===== config.mk =====
export PLATFORM = sky130hd
export DESIGN_NAME = gcai_norm
export DESIGN_NICKNAME = d
export VERILOG_FILES = /design/src/sv/gcai_norm.sv
export SDC_FILE = /design/constraint.sdc
export NUM_CORES = 2
export LEC_CHECK = 0
export CAP_MARGIN = 20
export CORE_ASPECT_RATIO = 1.75
export CORE_MARGIN = 2
export CORE_UTILIZATION = 65
export DETAILED_ROUTE_END_ITERATION = 6
export DONT_BUFFER_PORTS = 1
export PLACE_DENSITY = 0.88
export SLEW_MARGIN = 20
export SYNTH_ARGS = -nofsm -noshare
export SYNTH_HDL_FRONTEND = slang
export SYNTH_SLANG_ARGS = --single-unit

===== constraint.sdc =====
create_clock -name clk -period 19.7 [get_ports clk]
set_clock_uncertainty 0.1 [all_clocks]
set_input_delay 1.97 -clock clk [delete_from_list [all_inputs] [get_ports clk]]
set_output_delay 1.97 -clock clk [all_outputs]
set_load 0.005 [all_outputs]

===== src/sv/gcai_norm.sv =====
`default_nettype none
module gcai_norm #(
  parameter int CW = 16
) (
  input  logic                 clk,
  input  logic                 en,
  input  logic [2:0][CW-1:0]   v,
  output logic [CW:0]          norm
);

  localparam int SQ  = 2 * CW;
  localparam int RW  = CW + 1;
  localparam int SW  = 2 * RW;
  localparam int RMW = RW + 2;
  localparam int XRW = RW + 4;

  logic [SW-1:0]  sq [0:2];
  logic [SW-1:0]  sum;
  logic [SW-1:0]  s_q    [0:RW-2];
  logic [RMW-1:0] rem_q  [0:RW-2];
  logic [RW-1:0]  root_q [0:RW-1];

  // Square each component
  always_ff @(posedge clk) begin
    if (en) begin
      for (int i = 0; i < 3; i++) begin
        sq[i] <= SW'($unsigned(SQ'($signed(v[i])) * SQ'($signed(v[i]))));
      end
    end
  end

  // Sum of squares
  always_ff @(posedge clk) begin
    if (en) begin
      sum <= sq[0] + sq[1] + sq[2];
    end
  end

  // Integer square root, one result bit per stage
  for (genvar k = 0; k < RW; k++) begin : g_step
    logic [SW-1:0]  s_in;
    logic [RMW-1:0] rem_in;
    logic [RW-1:0]  root_in;
    logic [XRW-1:0] remx;
    logic [XRW-1:0] trial;

    if (k == 0) begin : g_first
      assign s_in    = sum;
      assign rem_in  = '0;
      assign root_in = '0;
    end else begin : g_next
      assign s_in    = s_q[k-1];
      assign rem_in  = rem_q[k-1];
      assign root_in = root_q[k-1];
    end

    assign remx  = {rem_in, s_in[SW-1 -: 2]};
    assign trial = XRW'({root_in, 2'b01});

    always_ff @(posedge clk) begin
      if (en) begin
        if (remx >= trial) begin
          root_q[k] <= {root_in[RW-2:0], 1'b1};
        end else begin
          root_q[k] <= {root_in[RW-2:0], 1'b0};
        end
      end
    end

    if (k < RW - 1) begin : g_carry
      always_ff @(posedge clk) begin
        if (en) begin
          s_q[k] <= s_in << 2;
          if (remx >= trial) begin
            rem_q[k] <= RMW'(remx - trial);
          end else begin
            rem_q[k] <= RMW'(remx);
          end
        end
      end
    end
  end

  assign norm = root_q[RW-1];

endmodule
`default_nettype wire


== Yosys cells after proc, flatten, opt, wreduce, memory -nomap -nowiden ==
Memory sizes are Yosys's and may differ from the RTL's.
Cells that the tools add are included.
Widths: inputs -> output; s select.
Storage, ports and cells
  bits in writable memories: 1201
  input bits: 50
  register bits after elaboration: 34
  memories: 4
Cells by class
  bitwise operators: 33
  magnitude comparators: 17
  $add $sub $neg: 18
  mux-type cells: 137
  multiply operators: 3
Memories
  s_q: words 16, bits a word 32, rd ports 16, clocked after memory_dff 0, wr ports 16, line 19  | logic [SW-1:0] s_q [0:RW-2];
  rem_q: words 16, bits a word 19, rd ports 16, clocked after memory_dff 0, wr ports 16, line 20  | logic [RMW-1:0] rem_q [0:RW-2];
  root_q: words 17, bits a word 17, rd ports 17, clocked after memory_dff 0, wr ports 17, line 21  | logic [RW-1:0] root_q [0:RW-1];
  sq: words 3, bits a word 32, rd ports 3, clocked after memory_dff 0, wr ports 3, line 17  | logic [SW-1:0] sq [0:2];
Operators by type and width (number)
  $ge 21x19->1: 16
  $mux 19: 16
  $mux 17: 17
  $sub 19x19->19: 15
  $mux 1: 104
  $mul 16x16->32: 3
  $add 34x34->34: 2
  $or 1x1->1: 33
  $sub 2x1->3 const B: 1
  $ge 2x1->1 const B: 1

== Depth between registers and ports, before layout ==
An unclocked memory read counts as a cell.
  word-level depth: 6
  mapped depth: 26
  gate-level depth less buffers: 24

== Least setup slack after synthesis ==
Ideal clock, no wire load.
  path type: input to register
  start: input port v[37] (netlist name)
  end: memory sq[0][95] (netlist name) (data pin)
  cell stages on the path: 23
  arrival time: 8.308 ns
  path buffers: 3
  setup slack: 11.156 ns
  setup time: 0.135 ns
  data required time: 19.465 ns
  path through: clkbuf_1 clkbuf_1 nand2_1 fa_1 fa_1 inv_1 fa_1 fa_1 fa_1 inv_1 fa_1 inv_1 ha_1 clkbuf_1 a2111oi_0 o21ai_0 o21ai_0 a31oi_1 a221oi_1 o21ai_0 or3_1 a2111o_1 nand3_1
RTL lines
  from (decl): line 7  | input logic [2:0][CW-1:0] v,
  to (decl): line 17

==> impl_metrics.csv <==
group,metric,value,unit
outcome,run_status,"finished clean",
floorplan,die-height,422,um
worst_hold_path,hold_depth,0,
setup_path,worst_path_most_repeated_cell,"sky130_fd_sc_hd__fa_1",
clock_tree,post_cts_resized,0,
route,vias,41500,
sta,setup-tns-final,0,ns
global_route,grt_overflow_total,0,
floorplan,placementRows,153,
clock_tree,cts-hold-fix-buffers,0,
synth,synth.yosys.warnings,0,
setup_path,crit_required,20.11,ns
setup_path,buffers_inverters_on_critical_path,5,
final_layout,antenna_cells,0,
clock_tree,clk_transition_reported_paths,0.06,ns
final_layout,layout_common_cells,"sky130_fd_sc_hd__inv_1 (1,208), sky130_fd_sc_hd__edfxtp_1 (833), sky130_fd_sc_hd__fa_1 (731)",
placed_design,port_buffers,0,
sta,final.period_utilization,43.7,%
final_layout,share_of_cells_above_drive_strength_1,3.12,%
clock_tree,tritoncts.num_buffers,74,
setup_path,crit_path_cell_trace,"inv_1, nor2_1, fa_1, inv_1, fa_1, inv_1, fa_1, fa_1, fa_1, inv_1, fa_1, inv_1, ha_1, a2111oi_0, o21ai_0, o21ai_0, a31oi_1, a221oi_1, o21ai_0, or3_1, a2111o_1, nand3_1",
sta,grt_setup_unrepaired,"no",
synth,yosys_most_used_dff,"sky130_fd_sc_hd__edfxtp_1",
final_layout,fillerInstances,6738,
final_layout,area.growth.synth_to_final,5.83,%
sta,fmaxAchievable,116,MHz
synth,post_synthesis_sequential_element_count,834,
final_layout,multi_input_area,0.0349,mm2
setup_path,critPathCaptureType,"flop",
run,max_cap_viol_count,0,
route,final_antenna_net_count,0,
setup_path,crit_path_start_kind,"input pin",
route,routed_length_per_instance,19.9,um
global_route,first_global_vias,45800,
synth,postSynthCellCount,5784,
sta,setup_viol,0,
sta,worst_slew_margin_rel,29.0,%
setup_path,critical_path.max_stage_delay,0.66,ns
placed_design,final_weighted_congestion_in_routability_driven_placement,0.939,
route,remaining_drc_errors,0,
synth,synth_seq_area_share,38.5,%
worst_hold_path,worst_hold_path_type,"flop to flop",
clock_tree,max-clock-path-buffers,3,
setup_path,slowest_stage,"sky130_fd_sc_hd__fa_1",
setup_path,timing.setup.critical_path_class,"input pin to flop",
clock_tree,clock_tree_from_tritoncts,"done",
global_route,antenna_violations_before_repair,1,
route,vias_per_cell,5.83,
final_layout,ff_latch_area,0.0250,mm2
clock_tree,tritoncts_num_sinks,834,
setup_path,highest_fanout_seen_on_the_critical_path,16,
clock_tree,cts_max_level,3,
global_route,overall_global_routing_usage,28.5,%
synth,synth-async-reset-ratio,0,%
route,first_pass_iters,6,
clock_tree,post-cts-setup-buffers,0,
setup_path,crit_cells,22,
sta,report.final.slew_viol_count,0,
final_layout,design.final.nets,7000,
global_route,grt_start_max_net_pins,268,
synth,syn-cell-area,0.0650,mm2
floorplan,initial_util,65.5,%
global_route,first_pass_grt_wire_length,226000,um
clock_tree,worstSkewPairLatency,0.67,ns
setup_path,cpLargestDelayFamily,"adder cells",
floorplan,core-area,0.0992,mm2
floorplan,fp.dieArea,0.103,mm2
floorplan,die-width,243,um
route,drt_wl_total,142000,um
clock_tree,cts_root_buffer,"sky130_fd_sc_hd__clkbuf_16",
setup_path,timing.critical_path.arrival,9.02,ns
setup_path,r2r_cells,12,
synth,yosysUniqueCellTypes,76,
floorplan,io-pin-count,67,
final_layout,layout_commonest_cell,"sky130_fd_sc_hd__inv_1",
placed_design,dp_hpwl,111000,um
synth,synth-edff-count,833,
sta,worstMarginPinSlew,1.06,ns
synth,postSynthNetCount,7039,
sta,final.min_clock_period,8.61,ns
synth,syn_area_per_cell,11.2,um2
sta,timing_hold_violations_final,0,
route,count_of_routing_violations_after_the_opening_detailed_route_iteration,2620,
## per-stage QoR
| stage | utilization, % | hold WS (ns) | instance area [um2] | instances | setup slack (ns) |
|---|---|---|---|---|---|
| 3_5_place_dp | 66.9 | 0.305 | 66300 | 6985 | 10.48 |
| 4_1_cts | 69.3 | 0.286 | 68700 | 7119 | 11.14 |
| 5_1_grt | 69.3 | 0.311 | 68800 | 7120 | 10.45 |
| 6_report | 69.3 | 0.287 | 68800 | 7120 | 11.09 |
| 2_1_floorplan | - | 0.300 | 65000 | 5784 | 11.16 |
| 3_3_place_gp | 66.8 | 0.300 | 66200 | 6981 | 10.63 |
## Yosys cell counts (45+ instances only)
cell	instances	share of area, %
sky130_fd_sc_hd__and2_1	123	1.2
sky130_fd_sc_hd__ha_1	474	9.1
sky130_fd_sc_hd__fa_1	731	23
sky130_fd_sc_hd__clkbuf_1	121	0.70
sky130_fd_sc_hd__xnor2_1	244	3.3
sky130_fd_sc_hd__nand2_1	439	2.5
sky130_fd_sc_hd__a21o_1	80	0.92
sky130_fd_sc_hd__nor3_1	80	0.62
sky130_fd_sc_hd__edfxtp_1	833	38
sky130_fd_sc_hd__nand2b_1	45	0.43
sky130_fd_sc_hd__xor2_1	122	1.6
sky130_fd_sc_hd__nand3_1	60	0.46
sky130_fd_sc_hd__o21ai_0	194	1.5
sky130_fd_sc_hd__nor2b_1	45	0.43
sky130_fd_sc_hd__o21a_1	67	0.77
sky130_fd_sc_hd__a21oi_1	209	1.6
sky130_fd_sc_hd__nor2_1	268	1.5
sky130_fd_sc_hd__inv_1	1208	7.0
## cell type report
class,count,area share [%]
Multi-Input combinational cell,3613,50.8
Clock buffer,83,2.77
Tap cell,1317,2.40
Clock inverter,51,0.742
Timing Repair Buffer,11,0.266
Inverter,1211,6.61
Sequential cell,834,36.4
## final timing paths
path | slack [ns] | to | startpoint
worst min-delay path | 0.29 | s_q[0][151] | s_q[0][117]
worst max register to register | 15.39 | g_step[0].s_in[33] | sq[0][67]
worst min register to register | 0.29 | s_q[0][151] | s_q[0][117]
worst max-delay path | 11.09 | sq[0][95] | v[47]
## flip-flops by register name (all words and copies together) (netlist names)
register	cells
g_step.s_in	34
rem_q	282
root_q	153
s_q	272
sq	93
## routing by layer
layer | track usage, % | wire length (um) | part of all wire (%)
met3 | 3.70 | 5550 | 3.9
met2 | 54.9 | 79400 | 56
met4 | 26.6 | 15500 | 11
met1 | 24.5 | 41100 | 29
met5 | 0 | 0 | 0
## cells by family (layout without fill, tap and decap cells)
family	count (synthesis)	count (layout)	synth area share (%)
adder cells (fa/ha/maj)	1205	1205	31.7
XOR/XNOR	366	366	4.93
AND/OR/NAND/NOR	1267	1267	9.46
AO/OA/AOI/OAI	753	753	7.34
buffers and inverters	1337	1356	7.73
multiplexers	22	22	0.358
flip-flops	834	834	38.5
Power is not shown: default switching activity piles up to over one toggle a cycle in this logic, so the estimate is an artifact.
