`src/sv/gcai_pkg.sv`:
```
`default_nettype none
package gcai_pkg;

  // Fixed-point format and field widths
  localparam int FRAC_BITS = 14;
  localparam int CW        = 16;             // coordinate width
  localparam int QOW       = FRAC_BITS + 2;  // normalized component width
  localparam int PW        = 19;             // raw cross product width
  localparam int XW        = 2 * CW + 2;     // exact cross difference width
  localparam int DOTW      = 2 * CW + 2;     // exact dot product width
  localparam int EPS_W     = 14;

  localparam logic [EPS_W-1:0] EPS_RESET = 14'd2;

  // Configuration port
  localparam int         ADDR_W      = 3;
  localparam logic [0:0] REG_EPSILON = 1'b0;

  // Pipeline depths
  localparam int NORM_LAT_C = CW + 3;
  localparam int NORM_LAT_P = PW + 3;
  localparam int DIV_LAT    = FRAC_BITS + 3;
  localparam int CROSS_LAT  = 2;
  localparam int SEL_LAT    = 1;
  localparam int ARC_LAT    = NORM_LAT_C + DIV_LAT + SEL_LAT + CROSS_LAT + NORM_LAT_P + DIV_LAT;
  localparam int CXF_LAT    = 3;
  localparam int SGN_LAT    = 2;
  localparam int TOP_LAT    = ARC_LAT + CROSS_LAT + NORM_LAT_P + DIV_LAT + SGN_LAT + 1;

  typedef logic [2:0][CW-1:0] vec_t;
  typedef logic [2:0][PW-1:0] pvec_t;

  typedef enum logic [1:0] {
    ST_OK        = 2'd0,
    ST_MALFORMED = 2'd1,
    ST_COLLINEAR = 2'd2
  } status_t;

  typedef struct packed {
    logic signed [CW-1:0] a_tail_x;
    logic signed [CW-1:0] a_tail_y;
    logic signed [CW-1:0] a_tail_z;
    logic signed [CW-1:0] a_head_x;
    logic signed [CW-1:0] a_head_y;
    logic signed [CW-1:0] a_head_z;
    logic signed [CW-1:0] b_tail_x;
    logic signed [CW-1:0] b_tail_y;
    logic signed [CW-1:0] b_tail_z;
    logic signed [CW-1:0] b_head_x;
    logic signed [CW-1:0] b_head_y;
    logic signed [CW-1:0] b_head_z;
  } req_t;

  typedef struct packed {
    logic signed [CW-1:0] point_x;
    logic signed [CW-1:0] point_y;
    logic signed [CW-1:0] point_z;
    status_t              status;
    logic                 arcs_cross;
  } rsp_t;

  localparam logic [XW-1:0] HALF = XW'(1) << (FRAC_BITS - 1);

  // Shift right by FRAC_BITS, round to nearest, halves away from zero
  function automatic logic signed [XW-1:0] rnd_shr(input logic signed [XW-1:0] v);
    logic [XW-1:0] m;
    logic [XW-1:0] r;
    m = v[XW-1] ? $unsigned(-v) : $unsigned(v);
    r = (m + HALF) >> FRAC_BITS;
    return v[XW-1] ? $signed(-r) : $signed(r);
  endfunction

  // True when the two values have strictly opposite signs
  function automatic logic opp(input logic signed [DOTW-1:0] a,
                               input logic signed [DOTW-1:0] b);
    return (a < 0 && b > 0) || (a > 0 && b < 0);
  endfunction

endpackage
`default_nettype wire

```
`src/sv/gcai_cross.sv`:
```
`default_nettype none
module gcai_cross (
  input  logic            clk,
  input  logic            en,
  input  gcai_pkg::vec_t  a,
  input  gcai_pkg::vec_t  b,
  output gcai_pkg::pvec_t p
);

  localparam int CW = gcai_pkg::CW;
  localparam int SQ = 2 * CW;
  localparam int XW = gcai_pkg::XW;
  localparam int PW = gcai_pkg::PW;
  localparam int NXT [0:2] = '{1, 2, 0};
  localparam int NNX [0:2] = '{2, 0, 1};

  logic signed [SQ-1:0] m_pos [0:2];
  logic signed [SQ-1:0] m_neg [0:2];

  // Partial products
  always_ff @(posedge clk) begin
    if (en) begin
      for (int i = 0; i < 3; i++) begin
        m_pos[i] <= SQ'($signed(a[NXT[i]])) * SQ'($signed(b[NNX[i]]));
        m_neg[i] <= SQ'($signed(a[NNX[i]])) * SQ'($signed(b[NXT[i]]));
      end
    end
  end

  // Difference, rescaled back to FRAC_BITS
  always_ff @(posedge clk) begin
    if (en) begin
      for (int i = 0; i < 3; i++) begin
        p[i] <= PW'(gcai_pkg::rnd_shr(XW'(m_pos[i]) - XW'(m_neg[i])));
      end
    end
  end

endmodule
`default_nettype wire

```
`config.mk`:
```
export PLATFORM = sky130hd
export DESIGN_NAME = gcai_cross
export DESIGN_NICKNAME = d
export VERILOG_FILES = /design/src/sv/gcai_pkg.sv /design/src/sv/gcai_cross.sv
export SDC_FILE = /design/constraint.sdc
export NUM_CORES = 2
export LEC_CHECK = 0
export BUFFER_PORTS_ARGS = -buffer_cell sky130_fd_sc_hd__buf_2
export CORE_MARGIN = 1
export CORE_UTILIZATION = 35
export CTS_BUF_LIST = sky130_fd_sc_hd__clkbuf_4 sky130_fd_sc_hd__clkbuf_8
export DETAILED_ROUTE_END_ITERATION = 8
export PLACE_DENSITY = 0.58
export SYNTH_ARGS = -nofsm -noshare
export SYNTH_HDL_FRONTEND = slang
export SYNTH_SLANG_ARGS = --single-unit
```
`constraint.sdc`:
```
create_clock -name clk -period 18.59 [get_ports clk]
set_input_delay 0.9295 -clock clk [delete_from_list [all_inputs] [get_ports clk]]
set_output_delay 0.9295 -clock clk [all_outputs]
set_load 0.005 [all_outputs]
```
## Word-level counts from Yosys, hierarchy flattened

Memory sizes are Yosys's and may differ from the RTL's.
Index checks and enable logic that the tools add are counted.
Widths: inputs -> output; s select.

| word-level totals | value |
|---|---|
| register bits | 57 |
| bits in writable memories | 192 |
| input bits | 98 |
| output and inout port bits | 57 |
| word-level logic and storage cells | 31 |
| memories kept | 2 |

Memories:

| name | depth | width | read ports | clocked after memory_dff | wr ports | RTL line | source |
|---|---|---|---|---|---|---|---|
| m_neg | 3 | 32 | 3 | 0 | 3 | gcai_cross.sv:18 | `logic signed [SQ-1:0] m_neg [0:2];` |
| m_pos | 3 | 32 | 3 | 0 | 3 | gcai_cross.sv:17 | `logic signed [SQ-1:0] m_pos [0:2];` |

| cells by class | value |
|---|---|
| add/subtract/negate cells | 12 |
| multipliers | 6 |
| mux-type cells | 8 |

Operators by type and width:

| cell | number |
|---|---|
| $mul 16x16->32 | 6 |
| $add 33x14->33 const B | 3 |
| $mux 33 | 3 |
| $neg 33->33 | 3 |
| $sub 32x32->33 | 3 |
| $mux 19 | 3 |
| $neg 19->19 | 3 |
| $mux 1 | 2 |

## Depth between registers and ports, before layout

| depth | value |
|---|---|
| word-level depth | 6 |
| mapped depth | 29 |

## Worst setup path after synthesis

Ideal clock, no wire load.

| timing | value |
|---|---|
| path type | input to register |
| from | input b[17] (netlist name) |
| to | memory m_neg[0][31] (netlist name), data pin |
| setup time | 0.260 ns |
| arrival | 7.038 ns |
| required time | 18.330 ns |
| slack | 11.292 ns |
| stages on the path | 27 |
| path buffers | 1 |
| cells stage by stage | clkbuf_1 -> and2_1 -> fa_1 -> inv_1 -> fa_1 -> inv_1 -> ha_1 -> inv_1 -> fa_1 -> fa_1 -> fa_1 -> inv_1 -> ha_1 -> a21oi_1 -> o21bai_1 -> a21oi_1 -> o21bai_1 -> a2111oi_0 -> o31a_1 -> a21oi_1 -> a311o_1 -> and3_1 -> or2_2 -> a41o_1 -> a21o_1 -> a21oi_1 -> xnor2_1 |

RTL lines:

| what | RTL line | source |
|---|---|---|
| from (decl) | gcai_cross.sv:6 | `input gcai_pkg::vec_t b,` |
| to (decl) | gcai_cross.sv:18 |  |

==> qor.yml <==
outcome:
  status: "finished clean"
setup_path:
  worstSetupPathType: "in2reg"
  max_stage_delay_ns: 0.79
  start_kind: "input pin"
  reg2reg_slack_ns: 10.92
  crit_path_max_fanout: 32
  cp_num_cells: 28
  cp_top_family: "compound AO/OA/AOI/OAI gates"
  r2r_end: "p[56]$_DFFE_PP_"
  arrival_ns: 8.29
  worst-path-buf-inv: 5
  timing.critical_path.required_ns: 19.10
  crit_slowest_cell: "a2111oi_0"
  critPathCaptureType: "register"
  rr_startpoint: "m_neg[0][64]$_DFFE_PP_"
  r2r_cells: 24
die:
  start_util_pct: 35.28
  die_h_um: 470.3
  io_pins: 155
  die_w_um: 470.3
  core_area_mm2: 0.2176
  row_count: 171
  die-area_mm2: 0.2212
clock_tree:
  clkTransAtPathRegs_ns: 0.07
  cts_tree: "built"
  hold_buffers: 0
  cts_max_level: 2
  post_cts_buffers: 0
  cts.path.max_buffers: 3
  clockRootBuffer: "clkbuf_8"
  clock-sinks: 249
  cts_buffers: 51
  clk_latency_ns: 0.77
  cts_resized: 0
sta:
  clock_skew_ns: 0.04371
  post-route-period-util_pct: 41.85
  fin_crit_ns: 7.780
  rsz0062_at_grt: "false"
  setup_tns_ns: 0
  holdWs_ns: 0.5990
  fmax_mhz: 128.5
  finalHoldViolCount: 0
  slew_violations: 0
  final-setup-viol-count: 0
  maxSlewHeadroom_pct: 21.78
  worst_slew_pin_slew_ns: 1.158
yosys:
  ys.flop_type: "edfxtp_1"
  syn_area_mm2: 0.07676
  synth_edf_count: 249
  synth_seq_cells: 249
  synth_cell_type_count: 107
  avgSynthCellArea_um2: 9.033
  synth_nets: 10770
  synth_cells: 8498
  async_reset_ff_share_pct: 0
  ys_seq_area_share_pct: 9.740
  ys_warn_count: 0
finish:
  drive_above_1_share_pct: 3.980
  final_nets: 10670
  final_common_cell: "inv_1"
  layout_common_cells: "1964 x inv_1, 1575 x fa_1, 1030 x nand2_1, 615 x and2_1, 594 x ha_1"
  post-route-util_pct: 37.40
  instances_no_fill: 11320
  area_growth_pct: 6.011
global_route:
  grt_pass1_wl_mm: 332.6
  antenna_found_initial: 61
  gr-total-overflow: 0
  grt_max_degree: 79
  grtUsageTotal_pct: 18.94
  grt_pass1_vias: 60720
min_path:
  hp-class: "in2reg"
  hold_end: "p[37]$_DFFE_PP_"
  holdPathStages: 1
  min_from: "en"
route:
  num_vias: 56800
  dr.pass1.iters: 5
  wl_per_cell_um: 17.91
  final_antenna_net_count: 0
  route.detailed.drc: 0
  wirelength_mm: 202.7
  via_per_inst: 5.019
  drt-initial-drc-count: 3440
placed_design:
  dp.cells: 11210
  globalplace.congestion: 0.8758
  dpl.hpwl_mm: 159.2
  port_buffers: 154
run:
  cap_violations: 0
[state kept, by name (all words and copies together), names as in the netlist]
signal and flops:
m_neg 96, m_pos 96, p 57
[how the worst max path moves through the flow]
stage / from / to / slack (ns)
floorplan: b[17] / m_neg[0][31]$_DFFE_PP_ / 11.29
global placement: a[37] / m_neg[0][31]$_DFFE_PP_ / 10.15
detailed placement: a[37] / m_neg[0][31]$_DFFE_PP_ / 10.12
CTS: m_neg[0][64]$_DFFE_PP_ / p[56]$_DFFE_PP_ / 10.96
global route: m_neg[0][64]$_DFFE_PP_ / p[56]$_DFFE_PP_ / 10.40
finish: a[37] / m_neg[0][31]$_DFFE_PP_ / 10.81
[cell families after synthesis]
| group | after synthesis | synth area share [%] |
|---|---|---|
| buf+inv | 2310 | 11.31 |
| flops | 249 | 9.740 |
| mux | 20 | 0.2657 |
| compound gates | 847 | 7.379 |
| xor+xnor | 384 | 4.381 |
| fa+ha+maj | 2169 | 50.76 |
| simple gates | 2519 | 16.17 |
[per-stage QoR]
step,instance area [um2],setup WS [ns]
after floorplan,76760,11.29
after global placement,80170,10.15
after detailed placement,80170,10.12
after CTS,81330,10.96
after global routing,81360,10.40
final,81380,10.81
[per-layer routing]
layer | vias to the layer above | global-route usage [%] | share of wire (%)
met1 | 29210 | 25.43 | 44
li1 | 25820 | - | -
met3 | 280 | 2.336 | 5.5
met4 | 20 | 5.754 | 3.1
met2 | 1461 | 31.74 | 48
met5 | - | 0 | 0.061
[synth_stat cells, drive strengths merged (8+ instances only)]
cell	number	area, um2
o31a	11	96.34
xor2	79	691.9
a41o	8	80.08
nor2	284	1069
o2111ai	12	111.4
nand3b	14	108.9
o41ai	10	87.58
inv	1966	7380
a2111oi	10	107.6
ha	594	7432
a21o	58	435.4
edfxtp	249	7477
nor3	116	585.6
o21bai	47	352.8
a31o	9	78.83
nor4b	9	78.83
nand3	101	505.5
o31ai	19	147.6
clkbuf	331	1244
or4	11	90.08
o21ai	167	835.8
nand2b	90	563.0
o22ai	12	75.07
buf	12	55.05
xnor2	305	2671
a21boi	12	101.4
nor3b	11	82.58
nor2b	41	256.5
a31oi	38	244.0
mux2i	17	170.2
a21oi	222	1119
o211ai	31	232.7
nor4	32	221.5
a41oi	8	70.07
a211oi	37	297.8
nand2	1030	3866
or2	24	150.1
or3	45	281.5
a22oi	8	60.06
o21a	51	382.9
and3	42	267.8
fa	1575	31530
nand4	22	137.6
and2	615	3847
[layout make-up]
type / instances / area, um2
Multi-Input combinational cell: 5939 / 60640
Clock inverter: 37 / 430.4
Timing Repair Buffer: 196 / 1096
Antenna cell: 20 / 50.05
Fill cell: 21960 / 136200
Inverter: 1967 / 7383
Tap cell: 2854 / 3571
Sequential cell: 249 / 7477
Clock buffer: 55 / 732.0
[worst reg2reg max path: stages, from the launching register on]
cell	delay (ns)
edfxtp_1	0.44
ha_1	0.25
fa_1	0.41
nand2b_1	0.20
a211oi_1	0.76
o21ai_1	0.36
xnor2_1	0.22
nor4_1	0.76
nand4b_1	0.16
nor3_1	0.46
nor2_1	0.11
xnor2_1	0.16
ha_1	0.26
nand3_1	0.13
nor3_1	0.27
and2_1	0.23
o21bai_1	0.16
nand3_1	0.25
a21o_1	0.23
a211oi_1	0.53
and4bb_1	0.33
inv_2	0.04
nor4_1	0.39
a31oi_1	0.16
xnor2_1	0.14
Power is left out: the tool's default activity adds up to more than one toggle a clock period on the data nets, which glitch-free logic cannot reach.
