`config.mk`:
```
export PLATFORM = sky130hd
export DESIGN_NAME = gcai_div
export DESIGN_NICKNAME = d
export VERILOG_FILES = /design/src/sv/gcai_pkg.sv /design/src/sv/gcai_div.sv
export SDC_FILE = /design/constraint.sdc
export NUM_CORES = 1
export LEC_CHECK = 0
export BUFFER_PORTS_ARGS = -buffer_cell sky130_fd_sc_hd__buf_2
export CAP_MARGIN = 15
export CORE_MARGIN = 1.5
export CORE_UTILIZATION = 45
export CTS_CLUSTER_DIAMETER = 80
export CTS_CLUSTER_SIZE = 40
export DETAILED_ROUTE_END_ITERATION = 8
export PLACE_DENSITY = 0.65
export SLEW_MARGIN = 30
export SYNTH_ARGS = -nofsm -noshare
export SYNTH_HDL_FRONTEND = slang
export SYNTH_SLANG_ARGS = --single-unit
```
`constraint.sdc`:
```
create_clock -name clk -period 5.85 [get_ports clk]
set_input_delay 0.2925 -clock clk [delete_from_list [all_inputs] [get_ports clk]]
set_output_delay 0.2925 -clock clk [all_outputs]
set_load 0.03 [all_outputs]
```
`src/sv/gcai_pkg.sv`:
```
`default_nettype none
package gcai_pkg;

  // Fixed-point format and field widths
  localparam int FRAC_BITS = 14;
  localparam int CW        = 16;             // coordinate width
  localparam int QOW       = FRAC_BITS + 2;  // normalized component width
  localparam int PW        = 19;             // raw cross product width
  localparam int XW        = 2 * CW + 2;     // exact cross difference width
  localparam int DOTW      = 2 * CW + 2;     // exact dot product width
  localparam int EPS_W     = 14;

  localparam logic [EPS_W-1:0] EPS_RESET = 14'd2;

  // Configuration port
  localparam int         ADDR_W      = 3;
  localparam logic [0:0] REG_EPSILON = 1'b0;

  // Pipeline depths
  localparam int NORM_LAT_C = CW + 3;
  localparam int NORM_LAT_P = PW + 3;
  localparam int DIV_LAT    = FRAC_BITS + 3;
  localparam int CROSS_LAT  = 2;
  localparam int SEL_LAT    = 1;
  localparam int ARC_LAT    = NORM_LAT_C + DIV_LAT + SEL_LAT + CROSS_LAT + NORM_LAT_P + DIV_LAT;
  localparam int CXF_LAT    = 3;
  localparam int SGN_LAT    = 2;
  localparam int TOP_LAT    = ARC_LAT + CROSS_LAT + NORM_LAT_P + DIV_LAT + SGN_LAT + 1;

  typedef logic [2:0][CW-1:0] vec_t;
  typedef logic [2:0][PW-1:0] pvec_t;

  typedef enum logic [1:0] {
    ST_OK        = 2'd0,
    ST_MALFORMED = 2'd1,
    ST_COLLINEAR = 2'd2
  } status_t;

  typedef struct packed {
    logic signed [CW-1:0] a_tail_x;
    logic signed [CW-1:0] a_tail_y;
    logic signed [CW-1:0] a_tail_z;
    logic signed [CW-1:0] a_head_x;
    logic signed [CW-1:0] a_head_y;
    logic signed [CW-1:0] a_head_z;
    logic signed [CW-1:0] b_tail_x;
    logic signed [CW-1:0] b_tail_y;
    logic signed [CW-1:0] b_tail_z;
    logic signed [CW-1:0] b_head_x;
    logic signed [CW-1:0] b_head_y;
    logic signed [CW-1:0] b_head_z;
  } req_t;

  typedef struct packed {
    logic signed [CW-1:0] point_x;
    logic signed [CW-1:0] point_y;
    logic signed [CW-1:0] point_z;
    status_t              status;
    logic                 arcs_cross;
  } rsp_t;

  localparam logic [XW-1:0] HALF = XW'(1) << (FRAC_BITS - 1);

  // Shift right by FRAC_BITS, round to nearest, halves away from zero
  function automatic logic signed [XW-1:0] rnd_shr(input logic signed [XW-1:0] v);
    logic [XW-1:0] m;
    logic [XW-1:0] r;
    m = v[XW-1] ? $unsigned(-v) : $unsigned(v);
    r = (m + HALF) >> FRAC_BITS;
    return v[XW-1] ? $signed(-r) : $signed(r);
  endfunction

  // True when the two values have strictly opposite signs
  function automatic logic opp(input logic signed [DOTW-1:0] a,
                               input logic signed [DOTW-1:0] b);
    return (a < 0 && b > 0) || (a > 0 && b < 0);
  endfunction

endpackage
`default_nettype wire

```
`src/sv/gcai_div.sv`:
```
`default_nettype none
module gcai_div #(
  parameter int NW = 16,
  parameter int DW = 17
) (
  input  logic                              clk,
  input  logic                              en,
  input  logic signed [NW-1:0]              num,
  input  logic        [DW-1:0]              den,
  output logic signed [gcai_pkg::QOW-1:0]   quo
);

  localparam int FB = gcai_pkg::FRAC_BITS;
  localparam int QW = FB + 1;
  localparam int RW = ((NW + FB > DW + QW) ? NW + FB : DW + QW) + 1;

  logic [NW-1:0] mag;
  logic [RW-1:0] rem_q [0:QW-1];
  logic [DW-1:0] den_q [0:QW-1];
  logic          neg_q [0:QW];
  logic [QW-1:0] quo_q [0:QW];

  assign mag = num[NW-1] ? NW'(-num) : NW'(num);

  // Scale the magnitude and add half the divisor for rounding
  always_ff @(posedge clk) begin
    if (en) begin
      rem_q[0] <= (RW'(mag) << FB) + RW'(den >> 1);
      den_q[0] <= den;
      neg_q[0] <= num[NW-1];
      quo_q[0] <= '0;
    end
  end

  // Restoring division, one quotient bit per stage
  for (genvar k = 0; k < QW; k++) begin : g_step
    localparam int BIT = QW - 1 - k;
    logic [RW-1:0] dsh;
    logic          take;

    assign dsh  = RW'(den_q[k]) << BIT;
    assign take = rem_q[k] >= dsh;

    always_ff @(posedge clk) begin
      if (en) begin
        quo_q[k+1] <= take ? (quo_q[k] | (QW'(1) << BIT)) : quo_q[k];
        neg_q[k+1] <= neg_q[k];
      end
    end

    if (k < QW - 1) begin : g_carry
      always_ff @(posedge clk) begin
        if (en) begin
          rem_q[k+1] <= take ? rem_q[k] - dsh : rem_q[k];
          den_q[k+1] <= den_q[k];
        end
      end
    end
  end

  // Restore the sign
  always_ff @(posedge clk) begin
    if (en) begin
      quo <= neg_q[QW] ? -$signed({1'b0, quo_q[QW]}) : $signed({1'b0, quo_q[QW]});
    end
  end

endmodule
`default_nettype wire

```
After elaboration in Yosys (flattened, before gate mapping) --
Memory sizes are Yosys's and may differ from the RTL's. Index checks and enable logic that the tools add are counted.
Storage, ports and cells: memories kept 4, logic and storage cells 71, bits in registers 16, memory bits (writable) 1006, input bits 35, output and inout bits 16
Memory list:
- rem_q | depth 15, width 33, rd ports 15, clocked after Yosys merged registers in 0, wr ports 15, RTL line gcai_div.sv:18 | logic [RW-1:0] rem_q [0:QW-1];
- den_q | depth 15, width 17, rd ports 15, clocked after Yosys merged registers in 0, wr ports 15, RTL line gcai_div.sv:19 | logic [DW-1:0] den_q [0:QW-1];
- quo_q | depth 16, width 15, rd ports 16, clocked after Yosys merged registers in 0, wr ports 16, RTL line gcai_div.sv:21 | logic [QW-1:0] quo_q [0:QW];
- neg_q | depth 16, width 1, rd ports 16, clocked after Yosys merged registers in 0, wr ports 16, RTL line gcai_div.sv:20 | logic neg_q [0:QW];
Operators by class: $add $sub $neg 17, $lt $le $gt $ge 15, mux-type cells 33
Operator list (number):
- 2-to-1 mux 33 bit | 14
- greater-or-equal comparator 33 x 17 -> 1 bit | 1
- greater-or-equal comparator 33 x 18 -> 1 bit | 1
- greater-or-equal comparator 33 x 19 -> 1 bit | 1
- greater-or-equal comparator 33 x 20 -> 1 bit | 1
- greater-or-equal comparator 33 x 21 -> 1 bit | 1
- greater-or-equal comparator 33 x 22 -> 1 bit | 1
- greater-or-equal comparator 33 x 23 -> 1 bit | 1
- greater-or-equal comparator 33 x 24 -> 1 bit | 1
- greater-or-equal comparator 33 x 25 -> 1 bit | 1
- greater-or-equal comparator 33 x 26 -> 1 bit | 1
- greater-or-equal comparator 33 x 27 -> 1 bit | 1
- greater-or-equal comparator 33 x 28 -> 1 bit | 1
- greater-or-equal comparator 33 x 29 -> 1 bit | 1
- greater-or-equal comparator 33 x 30 -> 1 bit | 1
- greater-or-equal comparator 33 x 31 -> 1 bit | 1
- subtractor 33 x 18 -> 33 bit | 1
- subtractor 33 x 19 -> 33 bit | 1
- subtractor 33 x 20 -> 33 bit | 1
- subtractor 33 x 21 -> 33 bit | 1
- subtractor 33 x 22 -> 33 bit | 1
- subtractor 33 x 23 -> 33 bit | 1
- subtractor 33 x 24 -> 33 bit | 1
- subtractor 33 x 25 -> 33 bit | 1
- 25 further kinds | 28

Longest topological paths before layout --
depth in word-level cells 3, gate-level depth with buffers 14, mapped depth without buffers 13

Least setup slack after synthesis --
No wires, ideal clock.
kind register to register, start memory den_q[1][14], in the netlist den_q[0][31], end memory rem_q[2][17] (netlist bit), data pin, setup slack 2585 ps, stages on the path, launching flop included 14, path buffers 2, clock period less this slack 3265 ps, data arrival time 3005 ps, setup time 260 ps, cells stage by stage edfxtp_1 > inv_1 > ha_1 > inv_1 > fa_1 > a21oi_1 > o22ai_1 > nor4b_2 > nor3_1 > o31a_1 > or3b_2 > clkbuf_1 > buf_1 > mux2_2
RTL lines (RTL line):
- from (decl) | gcai_div.sv:19
- to (decl) | gcai_div.sv:18

==> results.md <==
- Crit path cell chain: inv_1 > ha_1 > inv_1 > fa_1 > a211oi_1 > o21a_1 > a211oi_1 > nor4_1 > o21a_1 > buf_4 > mux2_2
- Hold Vio Cnt, Final: 0
- Max stage delay cell, worst path: nor4_1
- Max_slew headroom: 41.58%
- Ys Warns: 0
- Clock transition at path regs: approximately 110 ps
- Longest Clk Path Bufs: 3
- Unique masters post-synth: 86
- Clock Skew: approximately 53 ps
- Syn avg cell area: around 12 sq um
- NumNets Final: approximately 4000
- Max Slew Vio Count: 0
- Mapped Area: around 42000 sq um
- Tcrit/Tclk final: approximately two thirds
- RSZ-0062 raised after global routing: false
- Worst-margin pin slew: just under 900 ps
- #FFs+latches synth: about 800
- Worst Hold End: rem_q[0][14]$_DFFE_PP_
- Post-synth ARST share: 0%
- Slowest stage delay, CP: approximately 560 ps
- Min-delay src: num[0]
- Max Freq: 259.4 MHz
- Leakage: 17.31 nW
- Reg2reg end: rem_q[10][6]$_DFFE_PP_
- First-pass GRT wire length: around 140000 um
- Crit path max fanout: 24
- Largest net degree at the start of global routing: approximately 180
- Layout cells sized above 1: 6.154%
- Highest routed layer: met4
- Rows: around 110
- Maxcap violations: 0
- Iteration-0 DRC Markers: 1969
- Routed len/inst: between 15 and 20 um
- WL final: 85730 um
- DRC violations left: 0
- Post-synth EDFFs: between 700 and 800
- Cell Pwr Density: 420.9 nW/um^2
- Die Area: between 90000 and 100000 sq um
- Total negative slack: 0 ps
- Fin util: between 40% and 50%
- Worst Hold Class: primary input to flop
- Area Growth Syn to Fin: 8.473%
- Post-route ant nets: 0
- Initial Util: 45.64%
- Tmin final: around 3900 ps
- Antenna violations before repair: 0
- Worst hold slack: between 60 and 70 ps
- Crit path kind: flop to flop
- Chip width: 308.6 um
- Setup slack, reg-to-reg: 1990 ps
- CP Launch Type: flop
- Cell count after synthesis: 3633
- # H-tree levels: 2
- Dominant synthesized flop cell: edfxtp_1
- Status: finished, final reports clean
- CTS Buf Count: 40
- Core area: 92080 sq um
- CTS tree: done
- FF-to-FF path depth: 11
- Final setup vio count: 0
- Clk_lat worst skew: 640 ps
- Placement Setup Slack: 2033 ps
- Met2 Wirelength: around 43000 um
- Die Ht: between 300 and 400 um
- Ant. Diodes: 0
- Drt first pass iters: 6
- Met1 Wirelength: between 30000 and 40000 um
- Number of port buffers: 50
- Vias/cell: 5.412
- Max VDD drop: 0.0003443 V
- Setup crit end kind: flop
- Vias in the first global route: ~26000
- Fraction of the yosys area taken by sequential cells: about 56%
- Post-route worst setup slack: around 2000 ps
- DPL Wire Length: 64210 um
- Worst reg2reg startpoint: den_q[4][23]$_DFFE_PP_
- Worst hold path depth: 2
- Arrival @ worst endpoint: approximately 4300 ps
- Data required, critical path: 6250 ps
- Synthesized net count: 3942
- Global placer's final weighted congestion: ~0.9
- Post-CTS sizing: 0
- Grt total ovfl: 0
- Metal3 WL: 2986 um
- Root Buffer: clkbuf_16
- I/O pins: around 50
- All-Layer GR Usage: between 10% and 20%
- Vias: approximately 27000
- Clock sinks: ~780
worst max path at each step:
| stage | startpoint | endpoint | slack [ps] | cells after the start |
|---|---|---|---|---|
| 2_1_floorplan | den_q[0][31]$_DFFE_PP_ | rem_q[2][17]$_DFFE_PP_ | 2580 | 13 |
| 4_1_cts | den_q[6][17]$_DFFE_PP_ | rem_q[14][19]$_DFFE_PP_ | 2010 | 11 |
| 6_report | den_q[4][23]$_DFFE_PP_ | rem_q[10][6]$_DFFE_PP_ | 1990 | 11 |
| 3_3_place_gp | den_q[4][23]$_DFFE_PP_ | rem_q[10][6]$_DFFE_PP_ | 2040 | 11 |
| 3_5_place_dp | den_q[4][23]$_DFFE_PP_ | rem_q[10][6]$_DFFE_PP_ | 2030 | 11 |
| 5_1_grt | den_q[6][19]$_DFFE_PP_ | rem_q[14][19]$_DFFE_PP_ | 1670 | 12 |
per-layer routing:
layer,global-route usage [%],vias up
met5,0,-
met4,6.209,0
met3,1.898,140
met2,32.32,505
met1,22.35,12760
li1,-,13460
kinds of logic (layout without fill, tap and decap cells):
group                    Yosys count  count (layout)  synth area share [%]
AND/OR/NAND/NOR                  987             987                 11.78
AO/OA/AOI/OAI                    818             818                 12.03
flip-flops                       781             781                 55.81
buffers and inverters            379             467                 3.451
XOR/XNOR                         338             338                 7.044
adder cells (fa/ha/maj)          274             274                 8.426
multiplexers                      55              55                 1.456
other                              1               1              0.008923
layout make-up:
cell class / instances / area [sq um]
inverters: 308 / 1156
multi-input cells: 2473 / 17150
well taps: 1243 / 1555
repair buffers: 86 / 665.6
fillers: 8037 / 46490
clock buffers: 41 / 1026
clock inverters: 32 / 585.6
flip-flops and latches: 781 / 23450
power by group:
group,internal [mW],switching (mW)
combinational,3.03,3.86
clock,1.53,2.13
sequential,7.79,0.850
total,12.4,6.84
critical path: cells and delay by family, from the launching register on:
kind / cells / cell delay, ps
flip-flops: 1 / 440
AO/OA/AOI/OAI: 4 / 1170
adder cells (fa/ha/maj): 2 / 590
AND/OR/NAND/NOR: 1 / 560
buffers and inverters: 3 / 490
multiplexers: 1 / 360
cells in the mapped netlist, drive strengths merged (26+ instances only):
master,instances,area (sq um)
inv,308,1156
nand2b,46,287.8
o21a,40,300.3
nor2b,46,287.8
xnor2,174,1524
nor3,80,405.4
o21ai,234,1175
a21oi,249,1246
nor2,227,852.1
nor4,50,325.3
clkbuf,54,203.9
nand4,42,262.8
mux2,49,551.8
a21o,99,743.2
xor2,164,1436
nand2,264,991.0
edfxtp,781,23450
o31ai,26,195.2
nand3,68,340.3
ha,259,3241
or3,53,341.6
layout by cell type (no fill, tap or decap), drive strengths merged, types with 8 or more instances in the layout:
| cell type | Yosys | layout |
|---|---|---|
| edfxtp | 781 | 781 |
| inv | 308 | 323 |
| nand2 | 264 | 264 |
| ha | 259 | 259 |
| a21oi | 249 | 249 |
| o21ai | 234 | 234 |
| nor2 | 227 | 227 |
| xnor2 | 174 | 174 |
| xor2 | 164 | 164 |
| a21o | 99 | 99 |
| nor3 | 80 | 80 |
| nand3 | 68 | 68 |
| buf | 17 | 68 |
| or3 | 53 | 53 |
| nor4 | 50 | 50 |
| mux2 | 49 | 49 |
| nand2b | 46 | 46 |
| nor2b | 46 | 46 |
| nand4 | 42 | 42 |
| clkbuf | 54 | 41 |
| o21a | 40 | 40 |
| o31ai | 26 | 26 |
| o21bai | 25 | 25 |
| a211oi | 24 | 24 |
| a31oi | 23 | 23 |
| or4 | 20 | 20 |
| dlygate4sd3 | 0 | 18 |
| and3 | 17 | 17 |
| or2 | 17 | 17 |
| o31a | 16 | 16 |
| clkinv | 0 | 16 |
| fa | 15 | 15 |
| o211ai | 11 | 11 |
| nor4b | 11 | 11 |
| and4 | 10 | 10 |
| a2111oi | 10 | 10 |
| o2111ai | 8 | 8 |
stage by stage:
| stage | instances | total power, mW | area [sq um] |
|---|---|---|---|
| after floorplan | 3633 | 13.76 | 42030 |
| after global placement | 4871 | 15.51 | 43730 |
| after detailed placement | 4871 | 15.59 | 43730 |
| after CTS | 4962 | 19.29 | 45520 |
| after global routing | 4964 | 20.44 | 45590 |
| final | 4964 | 19.19 | 45590 |
sequential cells by signal (all words and copies together), names as in the netlist:
register and count:
neg_q 16, quo_q 120, rem_q 374, den_q 255, quo 16
repair_timing:
item | CTS | global route
setup buffers | 0 | 0
endpoints found under the hold margin | 18 | 0
hold buffers | 18 | 0
setup endpoints to repair | 0 | 0
Power figures use the tool's default switching activity.
